## config.mk

```make
export PLATFORM = sky130hd
export DESIGN_NAME = touch_panel_packet_receiver
export DESIGN_NICKNAME = d
export VERILOG_FILES = /design/src/hdl/tpr_pkg.sv /design/src/hdl/touch_panel_packet_receiver.sv /design/src/hdl/tpr_div.sv /design/src/hdl/tpr_datapath.sv /design/src/hdl/tpr_ctrl.sv
export SDC_FILE = /design/constraint.sdc
export NUM_CORES = 1
export LEC_CHECK = 0
export BUFFER_PORTS_ARGS = -buffer_cell sky130_fd_sc_hd__buf_2
export CAP_MARGIN = 40
export CORE_UTILIZATION = 45
export CTS_CLUSTER_DIAMETER = 80
export DETAILED_ROUTE_END_ITERATION = 6
export SYNTH_ARGS = -nofsm -noshare
export SYNTH_HDL_FRONTEND = slang
export SYNTH_SLANG_ARGS = --single-unit
```

## constraint.sdc

```tcl
create_clock -name clk -period 9.4 [get_ports clk]
set_input_delay 2.35 -clock clk [delete_from_list [all_inputs] [get_ports clk]]
set_output_delay 2.35 -clock clk [all_outputs]
set_load 0.01 [all_outputs]
```

## src/hdl/tpr_pkg.sv

```systemverilog
`default_nettype none

package tpr_pkg;

	localparam int unsigned FRACTION_BITS_DEF = 14;
	localparam int unsigned RAW_W = 12;
	localparam int unsigned CFG_INDEX_W = 2;

	// Item opcodes.
	localparam logic [1:0] OP_BYTE    = 2'd0;
	localparam logic [1:0] OP_POLL    = 2'd1;
	localparam logic [1:0] OP_TIMEOUT = 2'd2;

	// Result kinds.
	localparam logic [1:0] EV_POLL     = 2'd0;
	localparam logic [1:0] EV_POSITION = 2'd1;
	localparam logic [1:0] EV_ERROR    = 2'd2;

	// Configuration register indexes.
	localparam logic [CFG_INDEX_W-1:0] REG_X_MIN = 2'd0;
	localparam logic [CFG_INDEX_W-1:0] REG_X_MAX = 2'd1;
	localparam logic [CFG_INDEX_W-1:0] REG_Y_MIN = 2'd2;
	localparam logic [CFG_INDEX_W-1:0] REG_Y_MAX = 2'd3;

	localparam logic [RAW_W-1:0] X_MIN_RST = 12'd440;
	localparam logic [RAW_W-1:0] X_MAX_RST = 12'd3537;
	localparam logic [RAW_W-1:0] Y_MIN_RST = 12'd632;
	localparam logic [RAW_W-1:0] Y_MAX_RST = 12'd3270;

	localparam logic [7:0] HDR_POSITION = 8'hEE;
	localparam logic [7:0] HDR_ACK0     = 8'hC8;
	localparam logic [7:0] HDR_ACK1     = 8'hCA;
	localparam logic [7:0] BUTTON_DOWN  = 8'h51;
	localparam logic [7:0] COORD_MASK   = 8'h3F;

	typedef struct packed {
		logic [1:0] opcode;
		logic [7:0] rx_byte;
	} in_word_t;

	typedef struct packed {
		logic [1:0]        event_kind;
		logic              button_down;
		logic [11:0]       raw_x;
		logic [11:0]       raw_y;
		logic signed [15:0] norm_x;
		logic signed [15:0] norm_y;
	} out_word_t;

	typedef struct packed {
		logic accept;
		logic div_start;
		logic div_sel_y;
		logic store_x;
		logic store_y;
	} ctrl_cmd_t;

	typedef struct packed {
		logic pos_packet;
		logic div_done;
		logic out_busy;
	} ctrl_sts_t;

endpackage

`default_nettype wire

```

## src/hdl/touch_panel_packet_receiver.sv

```systemverilog
`default_nettype none

// Touch-panel packet receiver. Each input word is a received byte, a poll slot or a receive
// timeout; a poll slot gives a send-poll word when no reply is pending, a timeout or a bad
// checksum gives an error word, and a good position packet gives one position word with raw
// and calibrated coordinates. The checksum byte of a position packet runs two divisions,
// X and then Y, one after the other through a single restoring divider, one quotient bit
// a cycle; the next word is not taken until both are done. A word is also held off while
// a finished result waits on the output. Calibration registers are written through the
// configuration port, which is always ready, and should be written only while the block is
// idle.
module touch_panel_packet_receiver #(
	parameter int unsigned FRACTION_BITS = tpr_pkg::FRACTION_BITS_DEF
) (
	input  wire logic                            clk,
	input  wire logic                            arst_n,
	input  wire logic                            in_valid,
	output logic                                 in_ready,
	input  wire tpr_pkg::in_word_t               in_data,
	output logic                                 out_valid,
	input  wire logic                            out_ready,
	output tpr_pkg::out_word_t                   out_data,
	input  wire logic                            cfg_valid,
	output logic                                 cfg_ready,
	input  wire logic [tpr_pkg::CFG_INDEX_W-1:0] cfg_index,
	input  wire logic [tpr_pkg::RAW_W-1:0]       cfg_data
);
	import tpr_pkg::*;

	ctrl_cmd_t cmd;
	ctrl_sts_t sts;

	assign cfg_ready = 1'b1;

	tpr_ctrl u_ctrl (
		.clk     (clk),
		.arst_n  (arst_n),
		.in_valid(in_valid),
		.in_ready(in_ready),
		.cmd     (cmd),
		.sts     (sts)
	);

	tpr_datapath #(
		.FRACTION_BITS(FRACTION_BITS)
	) u_datapath (
		.clk      (clk),
		.arst_n   (arst_n),
		.cmd      (cmd),
		.sts      (sts),
		.in_data  (in_data),
		.out_valid(out_valid),
		.out_ready(out_ready),
		.out_data (out_data),
		.cfg_we   (cfg_valid && cfg_ready),
		.cfg_index(cfg_index),
		.cfg_data (cfg_data)
	);

endmodule

`default_nettype wire

```

## src/hdl/tpr_div.sv

```systemverilog
`default_nettype none

module tpr_div #(
	parameter int unsigned FRACTION_BITS = tpr_pkg::FRACTION_BITS_DEF
) (
	input  wire logic                       clk,
	input  wire logic                       arst_n,
	input  wire logic                       start,
	input  wire logic [tpr_pkg::RAW_W-1:0]  raw,
	input  wire logic [tpr_pkg::RAW_W-1:0]  lo,
	input  wire logic [tpr_pkg::RAW_W-1:0]  hi,
	output logic                            done,
	output logic signed [15:0]              quot
);
	import tpr_pkg::*;

	localparam int unsigned NW = RAW_W + FRACTION_BITS;
	localparam int unsigned CW = $clog2(NW);

	logic signed [RAW_W:0] diff, span;
	logic [RAW_W:0]        diff_neg;
	logic [RAW_W-1:0]      mag;
	logic [RAW_W:0]        rem_sh;
	logic                  ge;
	logic [15:0]           q16, q16_neg;

	logic              busy_q, done_q, neg_q, zero_q;
	logic [CW-1:0]     cnt_q;
	logic [RAW_W-1:0]  den_q;
	logic [RAW_W:0]    rem_q;
	logic [NW-1:0]     num_q;

	always_comb begin
		diff     = $signed({1'b0, raw}) - $signed({1'b0, lo});
		span     = $signed({1'b0, hi}) - $signed({1'b0, lo});
		diff_neg = -diff;
		mag      = diff[RAW_W] ? diff_neg[RAW_W-1:0] : diff[RAW_W-1:0];
		rem_sh   = {rem_q[RAW_W-1:0], num_q[NW-1]};
		ge       = rem_sh >= {1'b0, den_q};
	end

	always_ff @(posedge clk or negedge arst_n) begin
		if (!arst_n) begin
			busy_q <= 1'b0;
			done_q <= 1'b0;
			cnt_q  <= '0;
		end else begin
			done_q <= 1'b0;
			if (start) begin
				busy_q <= 1'b1;
				cnt_q  <= CW'(NW - 1);
			end else if (busy_q) begin
				if (cnt_q == '0) begin
					busy_q <= 1'b0;
					done_q <= 1'b1;
				end else begin
					cnt_q <= cnt_q - 1'b1;
				end
			end
		end
	end

	// Restoring division of |diff| << FRACTION_BITS by the span, one quotient bit a cycle.
	always_ff @(posedge clk) begin
		if (start) begin
			num_q  <= {mag, {FRACTION_BITS{1'b0}}};
			rem_q  <= '0;
			den_q  <= span[RAW_W-1:0];
			neg_q  <= diff[RAW_W];
			zero_q <= span[RAW_W] || (span == '0);
		end else if (busy_q) begin
			rem_q <= ge ? rem_sh - {1'b0, den_q} : rem_sh;
			num_q <= {num_q[NW-2:0], ge};
		end
	end

	always_comb begin
		q16     = num_q[15:0];
		q16_neg = -q16;
		if (zero_q)
			quot = '0;
		else if (!neg_q)
			quot = (num_q > NW'(32767)) ? 16'sh7FFF : $signed(q16);
		else
			quot = (num_q > NW'(32768)) ? 16'sh8000 : $signed(q16_neg);
	end

	assign done = done_q;

	a_start_busy: assert property (@(posedge clk) disable iff (!arst_n)
		start |=> busy_q)
		else $error("divider did not start");
	a_done_idle: assert property (@(posedge clk) disable iff (!arst_n)
		done_q |-> !busy_q)
		else $error("divider reports done while busy");
	a_done_once: assert property (@(posedge clk) disable iff (!arst_n)
		done_q |=> !done_q)
		else $error("divider done held longer than one cycle");

endmodule

`default_nettype wire

```

## src/hdl/tpr_datapath.sv

```systemverilog
`default_nettype none

module tpr_datapath #(
	parameter int unsigned FRACTION_BITS = tpr_pkg::FRACTION_BITS_DEF
) (
	input  wire logic                            clk,
	input  wire logic                            arst_n,
	input  wire tpr_pkg::ctrl_cmd_t              cmd,
	output tpr_pkg::ctrl_sts_t                   sts,
	input  wire tpr_pkg::in_word_t               in_data,
	output logic                                 out_valid,
	input  wire logic                            out_ready,
	output tpr_pkg::out_word_t                   out_data,
	input  wire logic                            cfg_we,
	input  wire logic [tpr_pkg::CFG_INDEX_W-1:0] cfg_index,
	input  wire logic [tpr_pkg::RAW_W-1:0]       cfg_data
);
	import tpr_pkg::*;

	localparam logic [2:0] LAST_POS = 3'd7;

	logic [2:0]        pos_q;
	logic [7:0]        xor_q;
	logic [7:0]        pkt_q [7];
	logic              await_q;
	logic              out_valid_q;
	out_word_t         out_q;
	logic [RAW_W-1:0]  x_min_q, x_max_q, y_min_q, y_max_q;

	logic              last, chk_ok, is_pos, is_ack;
	logic [RAW_W-1:0]  raw_x, raw_y, div_raw, div_lo, div_hi;
	logic              div_done;
	logic signed [15:0] div_quot;
	out_word_t         poll_word, err_word;

	always_comb begin
		last   = pos_q == LAST_POS;
		chk_ok = xor_q == in_data.rx_byte;
		is_pos = (pkt_q[0] == HDR_POSITION) && (pkt_q[1] == HDR_POSITION);
		is_ack = (pkt_q[0] == HDR_ACK0) && (pkt_q[1] == HDR_ACK1);
		raw_x  = {pkt_q[5][5:0] & COORD_MASK[5:0], pkt_q[6][5:0] & COORD_MASK[5:0]};
		raw_y  = {pkt_q[3][5:0] & COORD_MASK[5:0], pkt_q[4][5:0] & COORD_MASK[5:0]};
		div_raw = cmd.div_sel_y ? raw_y   : raw_x;
		div_lo  = cmd.div_sel_y ? y_min_q : x_min_q;
		div_hi  = cmd.div_sel_y ? y_max_q : x_max_q;
		poll_word            = '0;
		poll_word.event_kind = EV_POLL;
		err_word             = '0;
		err_word.event_kind  = EV_ERROR;
		sts.pos_packet = (in_data.opcode == OP_BYTE) && last && chk_ok && is_pos;
		sts.div_done   = div_done;
		sts.out_busy   = out_valid_q && !out_ready;
	end

	tpr_div #(
		.FRACTION_BITS(FRACTION_BITS)
	) u_div (
		.clk   (clk),
		.arst_n(arst_n),
		.start (cmd.div_start),
		.raw   (div_raw),
		.lo    (div_lo),
		.hi    (div_hi),
		.done  (div_done),
		.quot  (div_quot)
	);

	always_ff @(posedge clk or negedge arst_n) begin
		if (!arst_n) begin
			pos_q       <= '0;
			xor_q       <= '0;
			await_q     <= 1'b0;
			out_valid_q <= 1'b0;
			x_min_q     <= X_MIN_RST;
			x_max_q     <= X_MAX_RST;
			y_min_q     <= Y_MIN_RST;
			y_max_q     <= Y_MAX_RST;
		end else begin
			if (cfg_we) begin
				unique case (cfg_index)
					REG_X_MIN: x_min_q <= cfg_data;
					REG_X_MAX: x_max_q <= cfg_data;
					REG_Y_MIN: y_min_q <= cfg_data;
					REG_Y_MAX: y_max_q <= cfg_data;
				endcase
			end
			if (out_valid_q && out_ready)
				out_valid_q <= 1'b0;
			if (cmd.store_y)
				out_valid_q <= 1'b1;
			if (cmd.accept) begin
				unique case (in_data.opcode)
					OP_POLL: begin
						if (!await_q) begin
							await_q     <= 1'b1;
							out_valid_q <= 1'b1;
						end
					end
					OP_TIMEOUT: begin
						pos_q       <= '0;
						xor_q       <= '0;
						out_valid_q <= 1'b1;
					end
					OP_BYTE: begin
						if (!last) begin
							xor_q <= xor_q ^ in_data.rx_byte;
							pos_q <= pos_q + 1'b1;
						end else begin
							pos_q <= '0;
							xor_q <= '0;
							if (!chk_ok)
								out_valid_q <= 1'b1;
							else if (is_pos || is_ack)
								await_q <= 1'b0;
						end
					end
					default: ;
				endcase
			end
		end
	end

	// Packet bytes and the result word need no reset.
	always_ff @(posedge clk) begin
		if (cmd.accept && (in_data.opcode == OP_BYTE) && !last)
			pkt_q[pos_q] <= in_data.rx_byte;
		if (cmd.accept) begin
			unique case (in_data.opcode)
				OP_POLL: out_q <= poll_word;
				OP_TIMEOUT: out_q <= err_word;
				OP_BYTE: begin
					if (last && !chk_ok) begin
						out_q <= err_word;
					end else if (sts.pos_packet) begin
						out_q.event_kind  <= EV_POSITION;
						out_q.button_down <= pkt_q[2] == BUTTON_DOWN;
						out_q.raw_x       <= raw_x;
						out_q.raw_y       <= raw_y;
					end
				end
				default: ;
			endcase
		end
		if (cmd.store_x)
			out_q.norm_x <= div_quot;
		if (cmd.store_y)
			out_q.norm_y <= div_quot;
	end

	assign out_valid = out_valid_q;
	assign out_data  = out_q;

	a_pos_clears_await: assert property (@(posedge clk) disable iff (!arst_n)
		cmd.accept && sts.pos_packet |=> !await_q)
		else $error("position packet left a reply awaited");
	a_timeout_reframes: assert property (@(posedge clk) disable iff (!arst_n)
		cmd.accept && (in_data.opcode == OP_TIMEOUT) |=> (pos_q == '0) && (xor_q == '0))
		else $error("timeout did not restart framing");
	a_emit_position: assert property (@(posedge clk) disable iff (!arst_n)
		cmd.store_y |=> out_valid_q && (out_q.event_kind == EV_POSITION))
		else $error("finished position word not presented");

endmodule

`default_nettype wire

```

## src/hdl/tpr_ctrl.sv

```systemverilog
`default_nettype none

module tpr_ctrl (
	input  wire logic               clk,
	input  wire logic               arst_n,
	input  wire logic               in_valid,
	output logic                    in_ready,
	output tpr_pkg::ctrl_cmd_t      cmd,
	input  wire tpr_pkg::ctrl_sts_t sts
);
	import tpr_pkg::*;

	typedef enum logic [2:0] {
		ST_IDLE = 3'b001,
		ST_DIVX = 3'b010,
		ST_DIVY = 3'b100
	} state_t;

	state_t state_q, state_d;

	always_comb begin
		in_ready       = (state_q == ST_IDLE) && !sts.out_busy;
		cmd.accept     = in_valid && in_ready;
		cmd.store_x    = (state_q == ST_DIVX) && sts.div_done;
		cmd.store_y    = (state_q == ST_DIVY) && sts.div_done;
		cmd.div_sel_y  = state_q == ST_DIVX;
		cmd.div_start  = (cmd.accept && sts.pos_packet) || cmd.store_x;
		state_d        = state_q;
		unique case (state_q)
			ST_IDLE: if (cmd.accept && sts.pos_packet) state_d = ST_DIVX;
			ST_DIVX: if (sts.div_done) state_d = ST_DIVY;
			ST_DIVY: if (sts.div_done) state_d = ST_IDLE;
			default: state_d = ST_IDLE;
		endcase
	end

	always_ff @(posedge clk or negedge arst_n) begin
		if (!arst_n)
			state_q <= ST_IDLE;
		else
			state_q <= state_d;
	end

	a_done_while_dividing: assert property (@(posedge clk) disable iff (!arst_n)
		sts.div_done |-> state_q != ST_IDLE)
		else $error("divider finished with no division under way");
	a_pos_starts_x: assert property (@(posedge clk) disable iff (!arst_n)
		cmd.accept && sts.pos_packet |=> state_q == ST_DIVX)
		else $error("position packet did not start the X division");
	a_y_returns_idle: assert property (@(posedge clk) disable iff (!arst_n)
		cmd.store_y |=> state_q == ST_IDLE)
		else $error("controller did not return to idle after Y");

endmodule

`default_nettype wire
```

==> results of run 1 <==
==> sequential cells by signal, summed over array words and instances, names as in the netlist <==
register	cells
u_datapath.u_div.done	1
u_datapath.xor_q	8
u_datapath.out_valid	1
u_datapath.u_div.cnt_q	5
u_datapath.pos_q	3
u_ctrl.state_q	3
u_datapath.out_data	59
u_datapath.u_div.neg_q	1
u_datapath.y_max_q	12
u_datapath.u_div.num_q	26
u_datapath.x_min_q	12
u_datapath.x_max_q	12
u_datapath.pkt_q	48
u_datapath.u_div.busy_q	1
u_datapath.u_div.zero_q	1
u_datapath.u_div.rem_q	12
u_datapath.await_q	1
u_datapath.y_min_q	12
u_datapath.u_div.den_q	12
==> routing by layer <==
| layer | share of wire | routed length (um) |
|---|---|---|
| met3 | 0.034 | 915 |
| met2 | 0.46 | 12400 |
| met5 | 0 | 0 |
| met4 | 0.017 | 468 |
| met1 | 0.49 | 13100 |
==> synthesized netlist by cell type, types with 7 or more instances <==
library cell / number
sky130_fd_sc_hd__a211oi_1: 7
sky130_fd_sc_hd__a21o_1: 10
sky130_fd_sc_hd__a21oi_1: 43
sky130_fd_sc_hd__a31o_2: 10
sky130_fd_sc_hd__a31oi_1: 7
sky130_fd_sc_hd__and3_1: 37
sky130_fd_sc_hd__buf_1: 9
sky130_fd_sc_hd__clkbuf_1: 32
sky130_fd_sc_hd__dfrtp_1: 47
sky130_fd_sc_hd__dfstp_2: 24
sky130_fd_sc_hd__dfxtp_1: 26
sky130_fd_sc_hd__edfxtp_1: 133
sky130_fd_sc_hd__ha_1: 40
sky130_fd_sc_hd__inv_1: 36
sky130_fd_sc_hd__mux2_2: 52
sky130_fd_sc_hd__mux2i_1: 38
sky130_fd_sc_hd__nand2_1: 109
sky130_fd_sc_hd__nand2b_1: 25
sky130_fd_sc_hd__nand3_1: 27
sky130_fd_sc_hd__nand3b_1: 8
sky130_fd_sc_hd__nand4_1: 11
sky130_fd_sc_hd__nor2_1: 87
sky130_fd_sc_hd__nor2b_1: 27
sky130_fd_sc_hd__nor3_1: 22
sky130_fd_sc_hd__nor4_1: 9
sky130_fd_sc_hd__o21a_1: 7
sky130_fd_sc_hd__o21ai_0: 58
sky130_fd_sc_hd__o31ai_1: 9
sky130_fd_sc_hd__or2_2: 11
sky130_fd_sc_hd__or3_1: 10
sky130_fd_sc_hd__xnor2_1: 20
sky130_fd_sc_hd__xor2_1: 20
==> cell type report <==
cell class | instances | area share
tap | 335 | 0.0303
inverter | 37 | 0.0100
clock inverter | 21 | 0.0188
clock buffer | 27 | 0.0473
timing repair buffer | 105 | 0.0435
multi-input combinational | 794 | 0.393
sequential | 230 | 0.457
==> kinds of logic after synthesis <==
group,count (synthesis),share of synthesized area
fa+ha+maj,43,0.0465
other cells,1,0.000311
simple gates,420,0.181
mux,91,0.0812
buf+inv,83,0.0276
compound gates,198,0.109
flops,230,0.524
xor+xnor,41,0.0304
==> power by group <==
part / switching [mW] / internal, mW / total [mW]
combinational: 0.268 / 0.199 / 0.467
clock: 0.421 / 0.647 / 1.07
sequential: 0.0469 / 1.16 / 1.21
==> worst max path at each step <==
stage | slack (ps) | from | end
4_1_cts | 4140 | out_ready | in_ready
2_1_floorplan | 4370 | out_ready | in_ready
5_1_grt | 4120 | out_ready | in_ready
3_5_place_dp | 3980 | in_data[5] | u_datapath.u_div.num_q[24]
3_3_place_gp | 3740 | in_data[8] | u_datapath.u_div.num_q[24]
6_report | 4150 | out_ready | in_ready
==> results.json, run 1 <==
{
  "pin_count_of_the_biggest_net_entering_global_routing": 49,
  "die_height_um": 166,
  "r2r-end": "u_datapath.u_div.num_q[25]",
  "timing.hold.ws_ps": 502,
  "max_freq_mhz": 190,
  "worstSetupPathDepth": 4,
  "fin_ws_ps": 4150,
  "max-clock-path-buffers": 3,
  "cts_num_sinks": 230,
  "grt_pass1_wl_um": 43900,
  "num-fill-cells": 2332,
  "placement_stage_cell_area_um2": 12900,
  "p_leak_nw": 5.67,
  "syn_avg_cell_area_um2": 10.9,
  "io-pin-count": 91,
  "placement.setup.worst_slack_ps": 3980,
  "worst-path-buf-inv": 2,
  "synth.distinct_cells": 81,
  "tritoncts_buffers": 26,
  "timing.critical_path.required_ps": 7050,
  "path_type_of_the_worst_setup_path": "in2out",
  "layout_common_cells": "133 x sky130_fd_sc_hd__edfxtp_1, 109 x sky130_fd_sc_hd__nand2_1, 91 x sky130_fd_sc_hd__buf_2",
  "timing_hold_violations_final": 0,
  "num_antenna_cells": 0,
  "remaining_antenna_violation_count": 0,
  "portion_of_synthesized_cell_area_occupied_by_the_leading_cell_type": 0.331,
  "h_tree_levels": 1,
  "cts-root-buf": "sky130_fd_sc_hd__clkbuf_16",
  "worstSetupStartpointType": "input port",
  "grt_util_all_layers": 0.196,
  "yosysWarningCount": 0,
  "fraction_of_final_layout_cells_with_drive_strength_greater_than_1": 0.219,
  "totalNegativeSetupSlack_ps": 0,
  "ir_worst_vdd_v": 0.000171,
  "r2r_slack_ps": 4570,
  "global_route.usage.met1": 0.283,
  "finish.utilization": 0.527,
  "grt.busiest_layer": "met2",
  "regArea_um2": 6320,
  "fp-row-count": 59,
  "hold_start": "u_datapath.xor_q[3]",
  "timing.final.max_slew_violations": 0,
  "initial_utilization": 0.460,
  "gp_congestion": 0.822,
  "synth.net_count": 1179,
  "finalClockSkew_ps": 29.9,
  "postCtsSetupBuffers": 0,
  "die_x_um": 166,
  "power_density_nw_per_um2": 198,
  "wl_per_cell_um": 17.4,
  "run_status": "finished with violations",
  "path_cells": "buf_2, nand2b_1, and3_1, buf_2",
  "place.port_buffers": 89,
  "drt_first_pass_iters": 7,
  "grt_util_met3": 0.0241,
  "timing_worst_slew_pin_value_ps": 873,
  "critical_path.max_stage_delay_ps": 180,
  "crit-reg2reg-launch": "u_ctrl.state_q[2]",
  "post_detailed_route_via_to_cell_ratio": 5.50,
  "insertion_delay_ps": 550,
  "synth-edff-count": 133,
  "antenna_found_initial": 0,
  "ys_async_sr_fraction": 0.309,
  "dr.first_iter.drc_count": 440,
  "r2r.worst_path.cells": 15,
  "floorplan.core_area_um2": 26200,
  "cp-end-kind": "output pin",
  "worst_hold_path.endpoint": "u_datapath.xor_q[3]",
  "max_cap_viol_count": 0,
  "synth_seq_area_share": 0.524,
  "cts_resized": 0,
  "layout_worst_path_cycle_share": 0.559,
  "crit_slowest_cell": "sky130_fd_sc_hd__and3_1",
  "postSynthCellCount": 1107,
  "clk_transition_reported_paths_ps": 60,
  "via_count_of_the_first_global_routing_pass": 8161,
  "die_area_um2": 27500,
  "via_count": 8518,
  "violations_in_the_final_reports": "design-rule violations",
  "syn_area_um2": 12100,
  "hpwl_um": 18500,
  "hold_crit_depth": 1,
  "stdcell_count": 1549,
  "postRouteWirelength_um": 26900,
  "finalSetupViolCount": 0,
  "path_delay_family": "simple AND/OR/NAND/NOR gates",
  "final_design_area_no_fill_um2": 13800,
  "synth.area.top_cells": "sky130_fd_sc_hd__edfxtp_1 33%, sky130_fd_sc_hd__dfrtp_1 9.8%, sky130_fd_sc_hd__dfstp_2 5.2%",
  "ys_ff_latch": 230,
  "drc_errors": 1,
  "crit_path_most_repeated_cell": "sky130_fd_sc_hd__buf_2",
  "synth_area_leader_cell": "sky130_fd_sc_hd__edfxtp_1",
  "globalRoute.totalOverflow": 0,
  "fin_nets": 1266,
  "area_delta_synth_final_pct": 14.6,
  "groute.layer.met2.usage": 0.317,
  "dominantRegCellSynth": "sky130_fd_sc_hd__edfxtp_1",
  "area_of_combinational_cells_with_multiple_inputs_um2": 5430,
  "grt_setup_unrepaired": "false",
  "cts-hold-fix-buffers": 0,
  "worstPathArrival_ps": 2900,
  "finalPower_mw": 2.74,
  "cts_tree": "yes",
  "placedCellCount": 1500,
  "slew_headroom": 0.413,
  "worstPathMaxFanout": 3,
  "min_period_ps": 5250,
  "hold_class": "reg2reg",
  "most_common_cell_after_layout_fill_and_taps_aside": "sky130_fd_sc_hd__edfxtp_1"
}
Power figures use the tool's default switching activity.
==> run 2: changes to the inputs <==
Clock period 9.4 ns to 5 ns, I/O delays scaled along.
==> run 2 against run 1 <==
  * The run still ends with design-rule violations left
  * Global-route usage increased by 0.21 points
  * Die area unchanged
  * Final cell count rose by 0.26%
  * Critical path depth grew 9
  * Sequential power is 88% higher
  * Worst hold slack lost 3.0 ps
  * Register-to-register slack worse by 4100 ps
  * Cell area is 0.48% higher
  * Clock power grew 93%
  * Largest power group unchanged
==> results.json, run 2 (synthesis results as in run 1) <==
{
  "fin_nets": 1271,
  "initial_utilization": 0.460,
  "cts_tree": "yes",
  "area_of_combinational_cells_with_multiple_inputs_um2": 5430,
  "number_of_flip_flops_in_the_largest_register": 59,
  "worstPathArrival_ps": 4840,
  "power_density_nw_per_um2": 376,
  "fin_ws_ps": 428,
  "placement.setup.worst_slack_ps": 499,
  "drc_errors": 1,
  "grt_pass1_wl_um": 43900,
  "path_cells": "or3b_1, buf_4, mux2i_1, ha_1, nor2b_1, o31ai_1, o211ai_1, nand4_1, a21oi_2, or2_2, clkinv_1, o2111a_1, or3_1",
  "timing_worst_slew_pin_value_ps": 837,
  "wl_per_cell_um": 17.5,
  "dr.first_iter.drc_count": 404,
  "gp_congestion": 0.870,
  "worstSetupStartpointType": "register",
  "via_count_of_the_first_global_routing_pass": 8397,
  "hpwl_um": 19300,
  "max-clock-path-buffers": 3,
  "cts-hold-fix-buffers": 0,
  "globalRoute.totalOverflow": 0,
  "cts-root-buf": "sky130_fd_sc_hd__clkbuf_16",
  "antenna_found_initial": 0,
  "violations_in_the_final_reports": "design-rule violations",
  "die_height_um": 166,
  "worst-path-buf-inv": 2,
  "timing.final.max_slew_violations": 0,
  "most_common_cell_after_layout_fill_and_taps_aside": "sky130_fd_sc_hd__edfxtp_1",
  "slew_headroom": 0.440,
  "path_delay_family": "simple AND/OR/NAND/NOR gates",
  "layout_worst_path_cycle_share": 0.914,
  "remaining_antenna_violation_count": 0,
  "timing.critical_path.required_ps": 5270,
  "grt_setup_unrepaired": "false",
  "io-pin-count": 91,
  "insertion_delay_ps": 540,
  "postRouteWirelength_um": 27200,
  "num-fill-cells": 2306,
  "num_antenna_cells": 0,
  "run_status": "finished with violations",
  "via_count": 8604,
  "fraction_of_final_layout_cells_with_drive_strength_greater_than_1": 0.221,
  "crit_slowest_cell": "sky130_fd_sc_hd__dfstp_2",
  "tritoncts_buffers": 25,
  "layout_common_cells": "133 x sky130_fd_sc_hd__edfxtp_1, 109 x sky130_fd_sc_hd__nand2_1, 89 x sky130_fd_sc_hd__buf_2",
  "regArea_um2": 6320,
  "area_delta_synth_final_pct": 15.1,
  "p_leak_nw": 5.72,
  "die_x_um": 166,
  "clk_transition_reported_paths_ps": 60,
  "floorplan.core_area_um2": 26200,
  "totalNegativeSetupSlack_ps": 0,
  "die_area_um2": 27500,
  "max_cap_viol_count": 0,
  "grt_util_all_layers": 0.198,
  "post_detailed_route_via_to_cell_ratio": 5.54,
  "ir_worst_vdd_v": 0.000296,
  "hold_class": "reg2reg",
  "critical_path.max_stage_delay_ps": 590,
  "place.port_buffers": 89,
  "pin_count_of_the_biggest_net_entering_global_routing": 65,
  "h_tree_levels": 1,
  "timing_hold_violations_final": 0,
  "cts_resized": 0,
  "max_freq_mhz": 219,
  "finalClockSkew_ps": 16.2,
  "cp-end-kind": "register",
  "fp-row-count": 59,
  "worstPathMaxFanout": 14,
  "postCtsSetupBuffers": 0,
  "drt_first_pass_iters": 7,
  "path_type_of_the_worst_setup_path": "reg2reg",
  "cts_num_sinks": 230,
  "finalSetupViolCount": 0,
  "min_period_ps": 4570
}
==> run 2: final timing paths <==
kind	slack [ps]	cells after the start	endpoint	startpoint
setup / recovery	430	13	u_datapath.u_div.num_q[25]	u_ctrl.state_q[0]
min in group asynchronous	560	1	u_datapath.u_div.done	arst_n
hold / removal	500	2	u_datapath.u_div.rem_q[2]	u_datapath.u_div.rem_q[1]
max in group asynchronous	3850	2	u_ctrl.state_q[0]	arst_n
hold reg to reg	500	2	u_datapath.u_div.rem_q[2]	u_datapath.u_div.rem_q[1]
setup reg to reg	430	13	u_datapath.u_div.num_q[25]	u_ctrl.state_q[0]
==> run 2: layout make-up <==
type                            count  area share
Sequential cell                   230       0.455
Tap cell                          335      0.0302
Clock inverter                     16      0.0209
Timing Repair Buffer              111      0.0466
Multi-Input combinational cell    794       0.391
Inverter                           37      0.0100
Clock buffer                       30      0.0464
==> run 2: per-stage QoR <==
stage	cells	area (um2)	utilization	power, mW	hold WS, ps
after floorplan	1107	12100	-	2.93	464
after global placement	1502	12900	0.492	3.16	488
after detailed placement	1507	13000	0.494	3.18	493
after CTS	1553	13900	0.530	5.27	500
after global routing	1553	13900	0.530	5.46	521
final	1553	13900	0.530	5.22	499
==> run 2: report_power, final <==
group          switching, mW  internal, mW
clock network          0.769          1.30
registers             0.0936          2.18
logic                  0.498         0.377
==> run 2: worst register-to-register path, stage by stage (launching register included) <==
cell	delay, ps
sky130_fd_sc_hd__dfstp_2	590
sky130_fd_sc_hd__or3b_1	520
sky130_fd_sc_hd__buf_4	310
sky130_fd_sc_hd__mux2i_1	340
sky130_fd_sc_hd__ha_1	260
sky130_fd_sc_hd__nor2b_1	280
sky130_fd_sc_hd__o31ai_1	150
sky130_fd_sc_hd__o211ai_1	330
sky130_fd_sc_hd__nand4_1	220
sky130_fd_sc_hd__a21oi_2	340
sky130_fd_sc_hd__or2_2	200
sky130_fd_sc_hd__clkinv_1	200
sky130_fd_sc_hd__o2111a_1	200
sky130_fd_sc_hd__or3_1	360
==> run 2: metal layers <==
layer,track usage,vias up,part of all wire
met5,0,-,0
met4,0.0618,0,0.027
met3,0.0282,48,0.038
met2,0.323,173,0.46
met1,0.275,4146,0.47
li1,-,4237,-
